### config.mk
export PLATFORM = sky130hd
export DESIGN_NAME = htdec_outq
export DESIGN_NICKNAME = d
export VERILOG_FILES = /design/src/hw/rtl/htdec_pkg.sv /design/src/hw/rtl/htdec_outq.sv
export SDC_FILE = /design/constraint.sdc
export NUM_CORES = 1
export LEC_CHECK = 0
export BUFFER_PORTS_ARGS = -buffer_cell sky130_fd_sc_hd__buf_2
export CAP_MARGIN = 25
export CORE_MARGIN = 8
export CORE_UTILIZATION = 50
export CTS_CLUSTER_DIAMETER = 200
export DETAILED_ROUTE_END_ITERATION = 6
export GPL_ROUTABILITY_DRIVEN = 0
export PLACE_DENSITY = 0.72
export SYNTH_ARGS = -nofsm -noshare
export SYNTH_HDL_FRONTEND = slang
export SYNTH_SLANG_ARGS = --single-unit
export TNS_END_PERCENT = 10
### constraint.sdc
create_clock -name clk -period 4 [get_ports clk]
set_input_delay 0.8 -clock clk [delete_from_list [all_inputs] [get_ports clk]]
set_output_delay 0.8 -clock clk [all_outputs]
set_load 0.05 [all_outputs]
### src/hw/rtl/htdec_pkg.sv
// Shared types and constants of the Huffman table load and decode unit.
package htdec_pkg;

  localparam logic [7:0]  CH_ONE             = 8'h31;   // ASCII '1'
  localparam logic [7:0]  CH_NEWLINE         = 8'h0a;   // ASCII newline
  localparam logic [7:0]  EMPTY_SYMBOL       = 8'h00;
  localparam logic [15:0] TABLE_LENGTH_RESET = 16'd218;

  localparam int OUTQ_DEPTH = 4;
  localparam int OUTQ_PTR_W = $clog2(OUTQ_DEPTH);
  localparam int OUTQ_LVL_W = OUTQ_PTR_W + 1;

  typedef struct packed {
    logic [7:0] sym;
    logic       ovf;
    logic       last;
  } result_t;

  // Up to two results handed from the walk stage to the result queue per cycle.
  typedef struct packed {
    logic [1:0] cnt;
    result_t    r1;
    result_t    r0;
  } push_t;

endpackage

### src/hw/rtl/htdec_outq.sv
// Small result queue that takes up to two results a cycle and drives the output stream.
module htdec_outq (
  input  logic                             clk,
  input  logic                             rst,
  input  htdec_pkg::push_t                 push,
  output logic                             out_valid,
  input  logic                             out_ready,
  output htdec_pkg::result_t               out_res,
  output logic [htdec_pkg::OUTQ_LVL_W-1:0] level
);

  htdec_pkg::result_t                   q [htdec_pkg::OUTQ_DEPTH];
  logic [htdec_pkg::OUTQ_PTR_W-1:0]     wr_ptr;
  logic [htdec_pkg::OUTQ_PTR_W-1:0]     rd_ptr;
  logic [htdec_pkg::OUTQ_LVL_W-1:0]     count;
  logic                                 pop;
  logic [htdec_pkg::OUTQ_PTR_W-1:0]     wr_ptr1;

  assign out_valid = count != '0;
  assign out_res   = q[rd_ptr];
  assign level     = count;
  assign pop       = out_valid && out_ready;
  assign wr_ptr1   = wr_ptr + htdec_pkg::OUTQ_PTR_W'(1);

  always_ff @(posedge clk) begin
    if (push.cnt != 2'd0) begin
      q[wr_ptr] <= push.r0;
    end
    if (push.cnt == 2'd2) begin
      q[wr_ptr1] <= push.r1;
    end
  end

  always_ff @(posedge clk) begin
    if (rst) begin
      wr_ptr <= '0;
      rd_ptr <= '0;
      count  <= '0;
    end else begin
      wr_ptr <= wr_ptr + htdec_pkg::OUTQ_PTR_W'(push.cnt);
      if (pop) begin
        rd_ptr <= rd_ptr + htdec_pkg::OUTQ_PTR_W'(1);
      end
      count <= count + htdec_pkg::OUTQ_LVL_W'(push.cnt) -
               htdec_pkg::OUTQ_LVL_W'(pop);
    end
  end

endmodule

==> flow_metrics.env <==
export IMPL_status="finished clean"
export IMPL_antenna_found_initial=0
export IMPL_netlist_top_cells_area="edfxtp_1, mux2_4, mux4_2, dfxtp_1, mux2_1"
export IMPL_clock_skew_ns=0.00433
export IMPL_pre_cts_ws_ns=1.46
export IMPL_via_per_inst=5.37
export IMPL_critPathBufInv=1
export IMPL_syn_inst=146
export IMPL_final_cell_mix="edfxtp_1, buf_2, mux2_4"
export IMPL_layout_nets=218
export IMPL_synth_largest_area_cell="edfxtp_1"
export IMPL_drt_iter0_markers=72
export IMPL_drtAntennaViolNets=0
export IMPL_clock_path_buffers=2
export IMPL_cts_resized=0
export IMPL_critPathLaunchType="flop"
export IMPL_max_freq_mhz=369
export IMPL_register_area_um2=1380
export IMPL_ys_seq_elements=49
export IMPL_cts_max_level=2
export IMPL_drc=0
export IMPL_worst_path_largest_cell_delay_ns=0.77
export IMPL_grt_setup_unrepaired="no"
export IMPL_final_util_pct=57.4
export IMPL_fillers=420
export IMPL_postCtsSetupBuffers=0
export IMPL_drv_slew=0
export IMPL_ys_seq_area_share_pct=54.2
export IMPL_path_delay_family="flip-flops"
export IMPL_cts_clk_slew_worst_paths_ns=0.08
export IMPL_fin_setup_tns_ns=0
export IMPL_cp_slowest_cell="dfxtp_1"
export IMPL_ios=39
export IMPL_die_w_um=87.4
export IMPL_relSlewSlack_pct=33.8
export IMPL_cts_hold_buf=0
export IMPL_initial_core_util_pct=50.9
export IMPL_cp_end_kind="output port"
export IMPL_power_leakage_nw=1.13
export IMPL_core_um2=5010
export IMPL_cp_arrival_ns=1.91
export IMPL_vdd_ir_drop_max_mv=0.253
export IMPL_grt_pass1_wl_um=7910
export IMPL_post_synth_top_area_fraction_pct=47.1
export IMPL_overflow=0
export IMPL_min_path_type="reg -> reg"
export IMPL_powerDensity_nw_per_um2=537
export IMPL_grtUsageTotal_pct=14.0
export IMPL_mappedNetlistArea_um2=2550
export IMPL_cts_root_buf="clkbuf_8"
export IMPL_num_vias=1392
export IMPL_row_count=26
export IMPL_drive_above_1_share_pct=48.7
export IMPL_finalNonFillerCells=259
export IMPL_layout_commonest_cell="edfxtp_1"
export IMPL_avgSynthCellArea_um2=17.5
export IMPL_crit_fanout=10
export IMPL_clock_sinks=49
export IMPL_cts_tree="done"
export IMPL_synthArstFlopShare_pct=0
export IMPL_path_class="reg -> out"
export IMPL_worst_pin_slew_ns=0.989
export IMPL_clock_latency_ns=0.30
export IMPL_r2r_slack_ns=1.97
export IMPL_first_pass_iters=4
export IMPL_port_buffers=38
export IMPL_dp_hpwl_um=3490
export IMPL_hold_violations=0
export IMPL_crit_chain="mux4_2 > buf_2"
export IMPL_yosys_warnings=0
export IMPL_dp_cells=250
export IMPL_wl_per_cell_um=18.8
export IMPL_setup_viol=0
export IMPL_cts_made_buffers=5
export IMPL_hold_ws_ns=0.629
export IMPL_die_height_um=87.4
export IMPL_synth_edf_count=40
export IMPL_worstPathRequired_ns=3.20
export IMPL_area_delta_synth_final_pct=12.9
export IMPL_max_cap_violations=0
export IMPL_min_period_ns=2.71
export IMPL_period_share_pct=67.8
export IMPL_grt_max_degree=15
export IMPL_worst_slack_ns=1.29
export IMPL_dieArea_um2=7640
export IMPL_ys_flop_type="edfxtp_1"
export IMPL_synth_cell_types=27
export IMPL_syn_nets=176
export IMPL_grt_pass1_vias=1553
export IMPL_n_antenna_cell=0
export IMPL_multi_input_area_um2=1080
export IMPL_drt_wl_total_um=4880
-- flip-flops by register name (all words and copies together) (netlist names), named ones only --
register / count
level: 3
wr_ptr: 2
q: 40
rd_ptr: 2
-- worst reg2reg max path, delay by kind of cell (launching register included) --
family | cells | cell delay, ns
compound gates | 1 | 0.27
flops | 1 | 0.53
simple gates | 1 | 0.71
buf+inv | 1 | 0.23
-- cell families (layout without fill, tap and decap cells) --
kind of cell,count (synthesis),after routing,share of synthesized area (%)
fa+ha+maj,5,5,2.75
flops,49,49,54.2
mux,54,54,30.9
compound gates,5,5,1.67
xor+xnor,2,2,1.77
simple gates,17,17,5.15
buf+inv,14,57,3.58
-- per-stage QoR --
| stage | instance area (µm²) | power [mW] |
|---|---|---|
| global placement | 2790 | 1.26 |
| finish | 2880 | 1.54 |
| global route | 2880 | 1.62 |
| CTS | 2870 | 1.56 |
| detailed placement | 2790 | 1.28 |
| floorplan | 2550 | 1.15 |
-- worst paths after layout --
check / start / endpoint / cells past startpoint
max: flop / out_res[9] / 2
min: rd_ptr[0] / rd_ptr[1] / 2
max reg2reg: wr_ptr[1] / q[0][0] / 3
min reg2reg: rd_ptr[0] / rd_ptr[1] / 2
-- cell usage after synthesis (2+ instances only) --
cell	number
buf_4	2
buf_6	4
dfxtp_1	9
edfxtp_1	40
ha_1	4
inv_1	6
mux2_1	15
mux2_2	10
mux2_4	18
mux4_2	10
nor2_1	6
nor2b_1	6
xnor3_1	2
-- report_power, final --
group | switching (mW) | internal, mW
Sequential | 0.0628 | 0.631
Combinational | 0.346 | 0.222
Clock | 0.161 | 0.121
-- area by class of cell --
type / count / area share, %
clock inverter: 2 / 0.348
multi-input combinational: 83 / 37.4
clock buffer: 6 / 2.52
tap: 70 / 3.04
timing repair buffer: 43 / 7.91
inverter: 6 / 0.783
sequential: 49 / 48.0
-- per-layer routing --
metal | track usage [%] | up-vias | part of all wire, %
li1 | - | 651 | -
met2 | 24.2 | 29 | 52
met3 | 4.34 | 10 | 5.4
met5 | 0 | - | 0
met4 | 6.56 | 0 | 2.1
met1 | 15.2 | 702 | 41
Note: power is estimated with default switching activity, not from simulation.
