$ cat src/hw/rtl/htdec_pkg.sv
// Shared types and constants of the Huffman table load and decode unit.
package htdec_pkg;

  localparam logic [7:0]  CH_ONE             = 8'h31;   // ASCII '1'
  localparam logic [7:0]  CH_NEWLINE         = 8'h0a;   // ASCII newline
  localparam logic [7:0]  EMPTY_SYMBOL       = 8'h00;
  localparam logic [15:0] TABLE_LENGTH_RESET = 16'd218;

  localparam int OUTQ_DEPTH = 4;
  localparam int OUTQ_PTR_W = $clog2(OUTQ_DEPTH);
  localparam int OUTQ_LVL_W = OUTQ_PTR_W + 1;

  typedef struct packed {
    logic [7:0] sym;
    logic       ovf;
    logic       last;
  } result_t;

  // Up to two results handed from the walk stage to the result queue per cycle.
  typedef struct packed {
    logic [1:0] cnt;
    result_t    r1;
    result_t    r0;
  } push_t;

endpackage

$ cat src/hw/rtl/htdec_ctrl.sv
// Table load, tree clearing, code walk and result staging around the tree RAM.
module htdec_ctrl #(
  parameter int TREE_ENTRIES = 1024,
  localparam int IDX_W = $clog2(TREE_ENTRIES)
) (
  input  logic                          clk,
  input  logic                          rst,
  input  logic                          in_valid,
  output logic                          in_ready,
  input  logic [7:0]                    in_byte,
  input  logic                          in_final,
  input  logic                          cfg_valid,
  input  logic [15:0]                   cfg_data,
  input  logic [htdec_pkg::OUTQ_LVL_W-1:0] outq_level,
  output htdec_pkg::push_t              push,
  output logic                          ram_we,
  output logic [IDX_W-1:0]              ram_waddr,
  output logic [7:0]                    ram_wdata,
  output logic                          ram_re,
  output logic [IDX_W-1:0]              ram_raddr,
  input  logic [7:0]                    ram_rdata
);

  localparam logic [IDX_W:0]   TREE_LIMIT = (IDX_W+1)'(TREE_ENTRIES);
  localparam logic [IDX_W-1:0] IDX_ONE    = IDX_W'(1);
  localparam logic [IDX_W-1:0] IDX_LAST   = IDX_W'(TREE_ENTRIES - 1);

  logic             clr_active;
  logic [IDX_W-1:0] clr_addr;
  logic [15:0]      table_length;
  logic [15:0]      bytes_seen;
  logic [IDX_W-1:0] load_index;
  logic [7:0]       pending_symbol;
  logic             line_start;
  logic [IDX_W-1:0] walk_index;
  logic [7:0]       root_val;
  logic             fwd_valid;
  logic [7:0]       fwd_data;
  logic             s1_emit;
  logic [7:0]       s1_sym;
  logic             s1_ovf;
  logic             s1_flush;

  logic             accept;
  logic             table_mode;
  logic             tbl_acc;
  logic             msg_acc;
  logic             bit_one;
  logic             is_nl;
  logic [IDX_W:0]   load_child;
  logic             load_write;
  logic [7:0]       cur_val;
  logic             emit_a;
  logic [IDX_W-1:0] walk_base;
  logic [IDX_W:0]   walk_child;
  logic             walk_ovf;
  logic [1:0]       s1_n;
  logic             s1_second;
  htdec_pkg::result_t res_second;

  assign table_mode = bytes_seen < table_length;
  assign accept     = in_valid && in_ready;
  assign tbl_acc    = accept && table_mode;
  assign msg_acc    = accept && !table_mode;
  assign bit_one    = in_byte == htdec_pkg::CH_ONE;
  assign is_nl      = in_byte == htdec_pkg::CH_NEWLINE;
  assign load_child = {load_index, bit_one};
  assign load_write = tbl_acc && is_nl && (load_index != '0);

  // Current tree entry: root from its shadow, else a forwarded table write, else RAM.
  always_comb begin
    if (walk_index == IDX_ONE) begin
      cur_val = root_val;
    end else if (fwd_valid) begin
      cur_val = fwd_data;
    end else begin
      cur_val = ram_rdata;
    end
  end

  assign emit_a     = cur_val != htdec_pkg::EMPTY_SYMBOL;
  assign walk_base  = emit_a ? IDX_ONE : walk_index;
  assign walk_child = {walk_base, bit_one};
  assign walk_ovf   = walk_child >= TREE_LIMIT;

  // Fetch the child entry; it serves both the next step and a flush.
  assign ram_re    = msg_acc && !walk_ovf;
  assign ram_raddr = walk_child[IDX_W-1:0];

  assign ram_we    = clr_active || load_write;
  assign ram_waddr = clr_active ? clr_addr : load_index;
  assign ram_wdata = clr_active ? htdec_pkg::EMPTY_SYMBOL : pending_symbol;

  assign s1_second = s1_ovf || s1_flush;
  assign s1_n      = {1'b0, s1_emit} + {1'b0, s1_second};

  assign in_ready = !clr_active &&
                    ((htdec_pkg::OUTQ_LVL_W'(s1_n) + outq_level) <=
                     htdec_pkg::OUTQ_LVL_W'(2));

  always_comb begin
    res_second.sym  = s1_ovf ? htdec_pkg::EMPTY_SYMBOL : ram_rdata;
    res_second.ovf  = s1_ovf;
    res_second.last = 1'b1;
    push.cnt = s1_n;
    if (s1_emit) begin
      push.r0.sym  = s1_sym;
      push.r0.ovf  = 1'b0;
      push.r0.last = !s1_second;
      push.r1      = res_second;
    end else begin
      push.r0 = res_second;
      push.r1 = res_second;
    end
  end

  always_ff @(posedge clk) begin
    if (rst) begin
      clr_active     <= 1'b1;
      clr_addr       <= '0;
      table_length   <= htdec_pkg::TABLE_LENGTH_RESET;
      bytes_seen     <= '0;
      load_index     <= IDX_ONE;
      pending_symbol <= htdec_pkg::EMPTY_SYMBOL;
      line_start     <= 1'b1;
      walk_index     <= IDX_ONE;
      root_val       <= htdec_pkg::EMPTY_SYMBOL;
      fwd_valid      <= 1'b0;
      s1_emit        <= 1'b0;
      s1_ovf         <= 1'b0;
      s1_flush       <= 1'b0;
    end else begin
      if (clr_active) begin
        clr_addr <= clr_addr + IDX_ONE;
        if (clr_addr == IDX_LAST) begin
          clr_active <= 1'b0;
        end
      end
      if (cfg_valid) begin
        table_length <= cfg_data;
      end

      if (tbl_acc) begin
        bytes_seen <= bytes_seen + 16'd1;
        if (is_nl) begin
          load_index <= IDX_ONE;
          line_start <= 1'b1;
        end else if (line_start) begin
          pending_symbol <= in_byte;
          line_start     <= 1'b0;
        end else if (load_index != '0) begin
          load_index <= (load_child >= TREE_LIMIT) ? '0 : load_child[IDX_W-1:0];
        end
      end

      // Keep the root shadow and the walk forward in step with table writes.
      if (load_write && load_index == IDX_ONE) begin
        root_val <= pending_symbol;
      end
      if (load_write && load_index == walk_index) begin
        fwd_valid <= 1'b1;
        fwd_data  <= pending_symbol;
      end else if (msg_acc) begin
        fwd_valid <= 1'b0;
      end

      if (msg_acc) begin
        walk_index <= (walk_ovf || in_final) ? IDX_ONE : walk_child[IDX_W-1:0];
        s1_emit    <= emit_a;
        s1_sym     <= cur_val;
        s1_ovf     <= walk_ovf;
        s1_flush   <= in_final && !walk_ovf;
      end else begin
        s1_emit  <= 1'b0;
        s1_ovf   <= 1'b0;
        s1_flush <= 1'b0;
      end
    end
  end

endmodule

$ cat config.mk
export PLATFORM = sky130hd
export DESIGN_NAME = htdec_ctrl
export DESIGN_NICKNAME = d
export VERILOG_FILES = /design/src/hw/rtl/htdec_pkg.sv /design/src/hw/rtl/htdec_ctrl.sv
export SDC_FILE = /design/constraint.sdc
export NUM_CORES = 1
export LEC_CHECK = 0
export BUFFER_PORTS_ARGS = -buffer_cell sky130_fd_sc_hd__buf_4
export CAP_MARGIN = 30
export CORE_MARGIN = 5
export CORE_UTILIZATION = 50
export DETAILED_ROUTE_END_ITERATION = 8
export PLACE_DENSITY = 0.73
export SETUP_SLACK_MARGIN = 0.02
export SYNTH_ARGS = -nofsm -noshare
export SYNTH_HDL_FRONTEND = slang
export SYNTH_SLANG_ARGS = --single-unit
$ cat constraint.sdc
create_clock -name clk -period 7.04 [get_ports clk]
set_input_delay 0 -clock clk [delete_from_list [all_inputs] [get_ports clk]]
set_output_delay 0 -clock clk [all_outputs]
set_load 0.01 [all_outputs]
==> metrics.md <==
| Metric | Value |
|---|---|
| Outcome | `completed` |
| Num Clock Sinks | `100` |
| DR iter-0 viols | `237` |
| Vias in the first global route | `4388` |
| Initial antenna violation count | `0` |
| CTS tree | `yes` |
| First-pass GRT wire length | `21100 um` |
| Die Height | `111 um` |
| Largest net degree at the start of global routing | `64` |
| Register area share after synthesis | `42.1%` |
| Routed WL per cell | `15.6 um` |
| Crit path largest cell delay | `0.54 ns` |
| Proportion of netlist area held by the largest area contributor | `32.8%` |
| Worst Path Max Fanout | `33` |
| Clk_lat worst skew | `0.36 ns` |
| Final setup fails | `0` |
| Top layer reached by signal wires | `met4` |
| Drt drc | `0` |
| Setup crit end kind | `output pin` |
| Row count | `37` |
| Fin crit share | `56.8%` |
| Final setup TNS | `0 ns` |
| Largest cells by area after synthesis | `dfxtp_1 (33%), edfxtp_1 (9.4%), mux2i_1 (7.4%)` |
| Register area | `2160 um2` |
| Tmin final | `4.00 ns` |
| Cells after Synth | `558` |
| EDFF count, synth | `16` |
| Max_slew headroom | `38.6%` |
| Antenna cells | `0` |
| HPWL after DPL | `8920 um` |
| Clk slew on worst S/H paths | `0.10 ns` |
| Die width | `111 um` |
| Setup Crit Path Kind | `reg -> out` |
| Tot GR Track Use | `20.1%` |
| Peak supply drop | `105 uV` |
| Maximum clock path buffer count | `2` |
| Die footprint | `12400 um2` |
| # fillers | `866` |
| Reg-to-reg critical path startpoint | `s1_ovf$_SDFF_PN0_` |
| Initial Utilization | `50.4%` |
| Achievable frequency | `250 MHz` |
| ANT nets after route | `0` |
| Crit. Startpoint | `s1_ovf$_SDFF_PN0_` |
| Global route overflow | `0` |
| P_leak | `2.75 nW` |
| Post-Route WL | `12500 um` |
| WHS | `0.0368 ns` |
| Worst path bufs/invs | `1` |
| Final net count | `719` |
| Slowest cell on crit path | `nand3_2` |
| Hold/Removal Path Class | `in -> reg` |
| Top FF cell, synth | `dfxtp_1` |
| Fin. Hold Viols | `0` |
| Clock Tree Root | `clkbuf_8` |
| CP Data Required Time | `7.04 ns` |
| Met1 Wirelength | `5740 um` |
| RSZ-0062 raised after global routing | `false` |
| Worst Max-Slew Pin Slew | `0.913 ns` |
| DRT Pass-1 Iters | `5` |
| Port-buffer cells | `91` |
| Metal3 WL | `588 um` |
| Hold Startpoint | `ram_rdata[3]` |
| Worst Path Arrival | `4.00 ns` |
| PwrDens | `164 nW/um2` |
| P&R area growth vs syn | `23.2%` |
| Syn Area/Cell | `9.20 um2` |
| Most common cell after layout, fill and taps aside | `buf_4` |
| Ys async rst share | `0%` |
| Vias | `4447` |
| Share of cells above drive strength 1 | `21.3%` |
| # resized after CTS | `0` |
| Yosys top cell by area | `dfxtp_1` |
| Syn_nets | `619` |
| Synthesis-stage register bit count | `100` |
| Startpoint types | `register` |
| Wire length on met2 | `5900 um` |
| Top delay family on crit path | `simple AND/OR/NAND/NOR gates` |
| Max Cap Viol | `0` |
| H-tree Lvls | `3` |
| Commonest non-fill, non-tap cells in the layout | `buf_4 (95), dfxtp_1 (84), nor2_1 (56)` |
| Number of max-slew violations in the final report | `0` |
| Multi-input gate area in the final layout | `2770 um2` |
| Worst-path cell chain | `or2_2 > ha_1 > ha_1 > fa_1 > xor2_1 > a211oi_1 > and2_0 > nand3_2 > o31ai_1 > buf_4` |
| Layout Skew | `0.0186 ns` |
| Routability-driven placement congestion ratio | `0.813` |
| Vias per cell | `5.57` |
| Netlist cell types | `48` |
| Most frequent CP cell | `ha_1` |
| Yosys Warn Count | `0` |
| Core area | `10200 um2` |
| Post-Syn Area | `5130 um2` |
| CTS Buf Count | `9` |
| I/O pin total | `93` |
## synth_stat cells (2+ instances only)
library cell / count
dfxtp_1: 84
nor2_1: 56
nand2_1: 51
mux2i_1: 38
a21oi_1: 29
clkbuf_1: 20
ha_1: 20
inv_1: 19
nor2b_1: 19
xor2_1: 19
mux2_2: 18
edfxtp_1: 16
nand4_1: 14
or4_1: 14
nor4_1: 12
o31ai_1: 12
and2_1: 11
o21ai_0: 10
a31o_2: 9
nand3_1: 9
nor3_1: 9
nor3b_1: 9
a41o_1: 8
o211ai_1: 7
buf_1: 6
or3_1: 5
nand2b_1: 4
buf_4: 3
nand3b_1: 3
or2_2: 3
a211oi_1: 2
and3_1: 2
buf_2: 2
## worst min-delay path, stage by stage
cell     delay, ns
buf_4         0.09
mux2i_1       0.06
a21oi_1       0.13
## flip-flops by register name (all words and copies together), names as in the netlist, 8 cells and up
name and cells:
walk_index 10, root_val 8, s1_sym 8, bytes_seen 16
fwd_data 8, pending_symbol 8, load_index 10, table_length 16
clr_addr 10
## stage by stage
stage          worst slack, ns  util, %  area, um2  power [mW]  std cells
5_1_grt                   2.75     62.1       6320        1.08        799
3_3_place_gp              3.27     57.8       5890       0.680        758
2_1_floorplan             2.96        -       5130       0.644        558
6_report                  3.04     62.1       6320        1.04        799
4_1_cts                   3.04     62.1       6320        1.05        799
3_5_place_dp              3.18     57.8       5890       0.682        758
## path summary, 6_finish.rpt
kind                                                       end  slack [ns]  cells past startpoint
worst min-delay path                       s1_sym[3]$_DFFE_PP_        0.04                      3
worst min register to register    table_length[1]$_SDFFE_PP1P_        0.49                      2
worst max register to register  pending_symbol[0]$_SDFFE_PP0P_        3.14                     10
worst max-delay path                                    ram_we        3.04                     10
## cell families after synthesis
family / after synthesis / share of synthesized area (%)
xor gates and xnor gates: 20 / 3.41
DFF: 100 / 42.1
adders and majority gates: 21 / 5.27
buffers and inverters: 51 / 4.00
AOI/OAI and AO/OA: 83 / 11.1
muxes: 56 / 11.4
and+or+nand+nor: 226 / 22.7
other: 1 / 0.0731
## metal layers
| layer | track usage (%) | vias to the layer above |
|---|---|---|
| met3 | 3.44 | 26 |
| met2 | 33.0 | 125 |
| met5 | 0 | - |
| met1 | 26.9 | 2089 |
| li1 | - | 2207 |
| met4 | 6.41 | 0 |
## where the power goes
part	leakage (nW)	switching [mW]	internal, mW	total (mW)
registers	0.846	0.00412	0.585	0.589
clock network	0.0910	0.191	0.166	0.357
logic	1.82	0.0430	0.0476	0.0907
total	2.75	0.238	0.798	1.04
## area by class of cell
class / count / area share [%]
Sequential cell: 100 / 34.2
Multi-Input combinational cell: 407 / 43.7
Clock buffer: 12 / 2.14
Clock inverter: 4 / 0.811
Tap cell: 136 / 2.69
Timing Repair Buffer: 120 / 15.2
Inverter: 20 / 1.19
## repair_timing
| item | in CTS | in global routing |
|---|---|---|
| hold buffers | 25 | 0 |
| hold endpoints to repair | 27 | 0 |
| buffers inserted | 0 | 0 |
No activity file was read; power rests on OpenSTA's default activity.
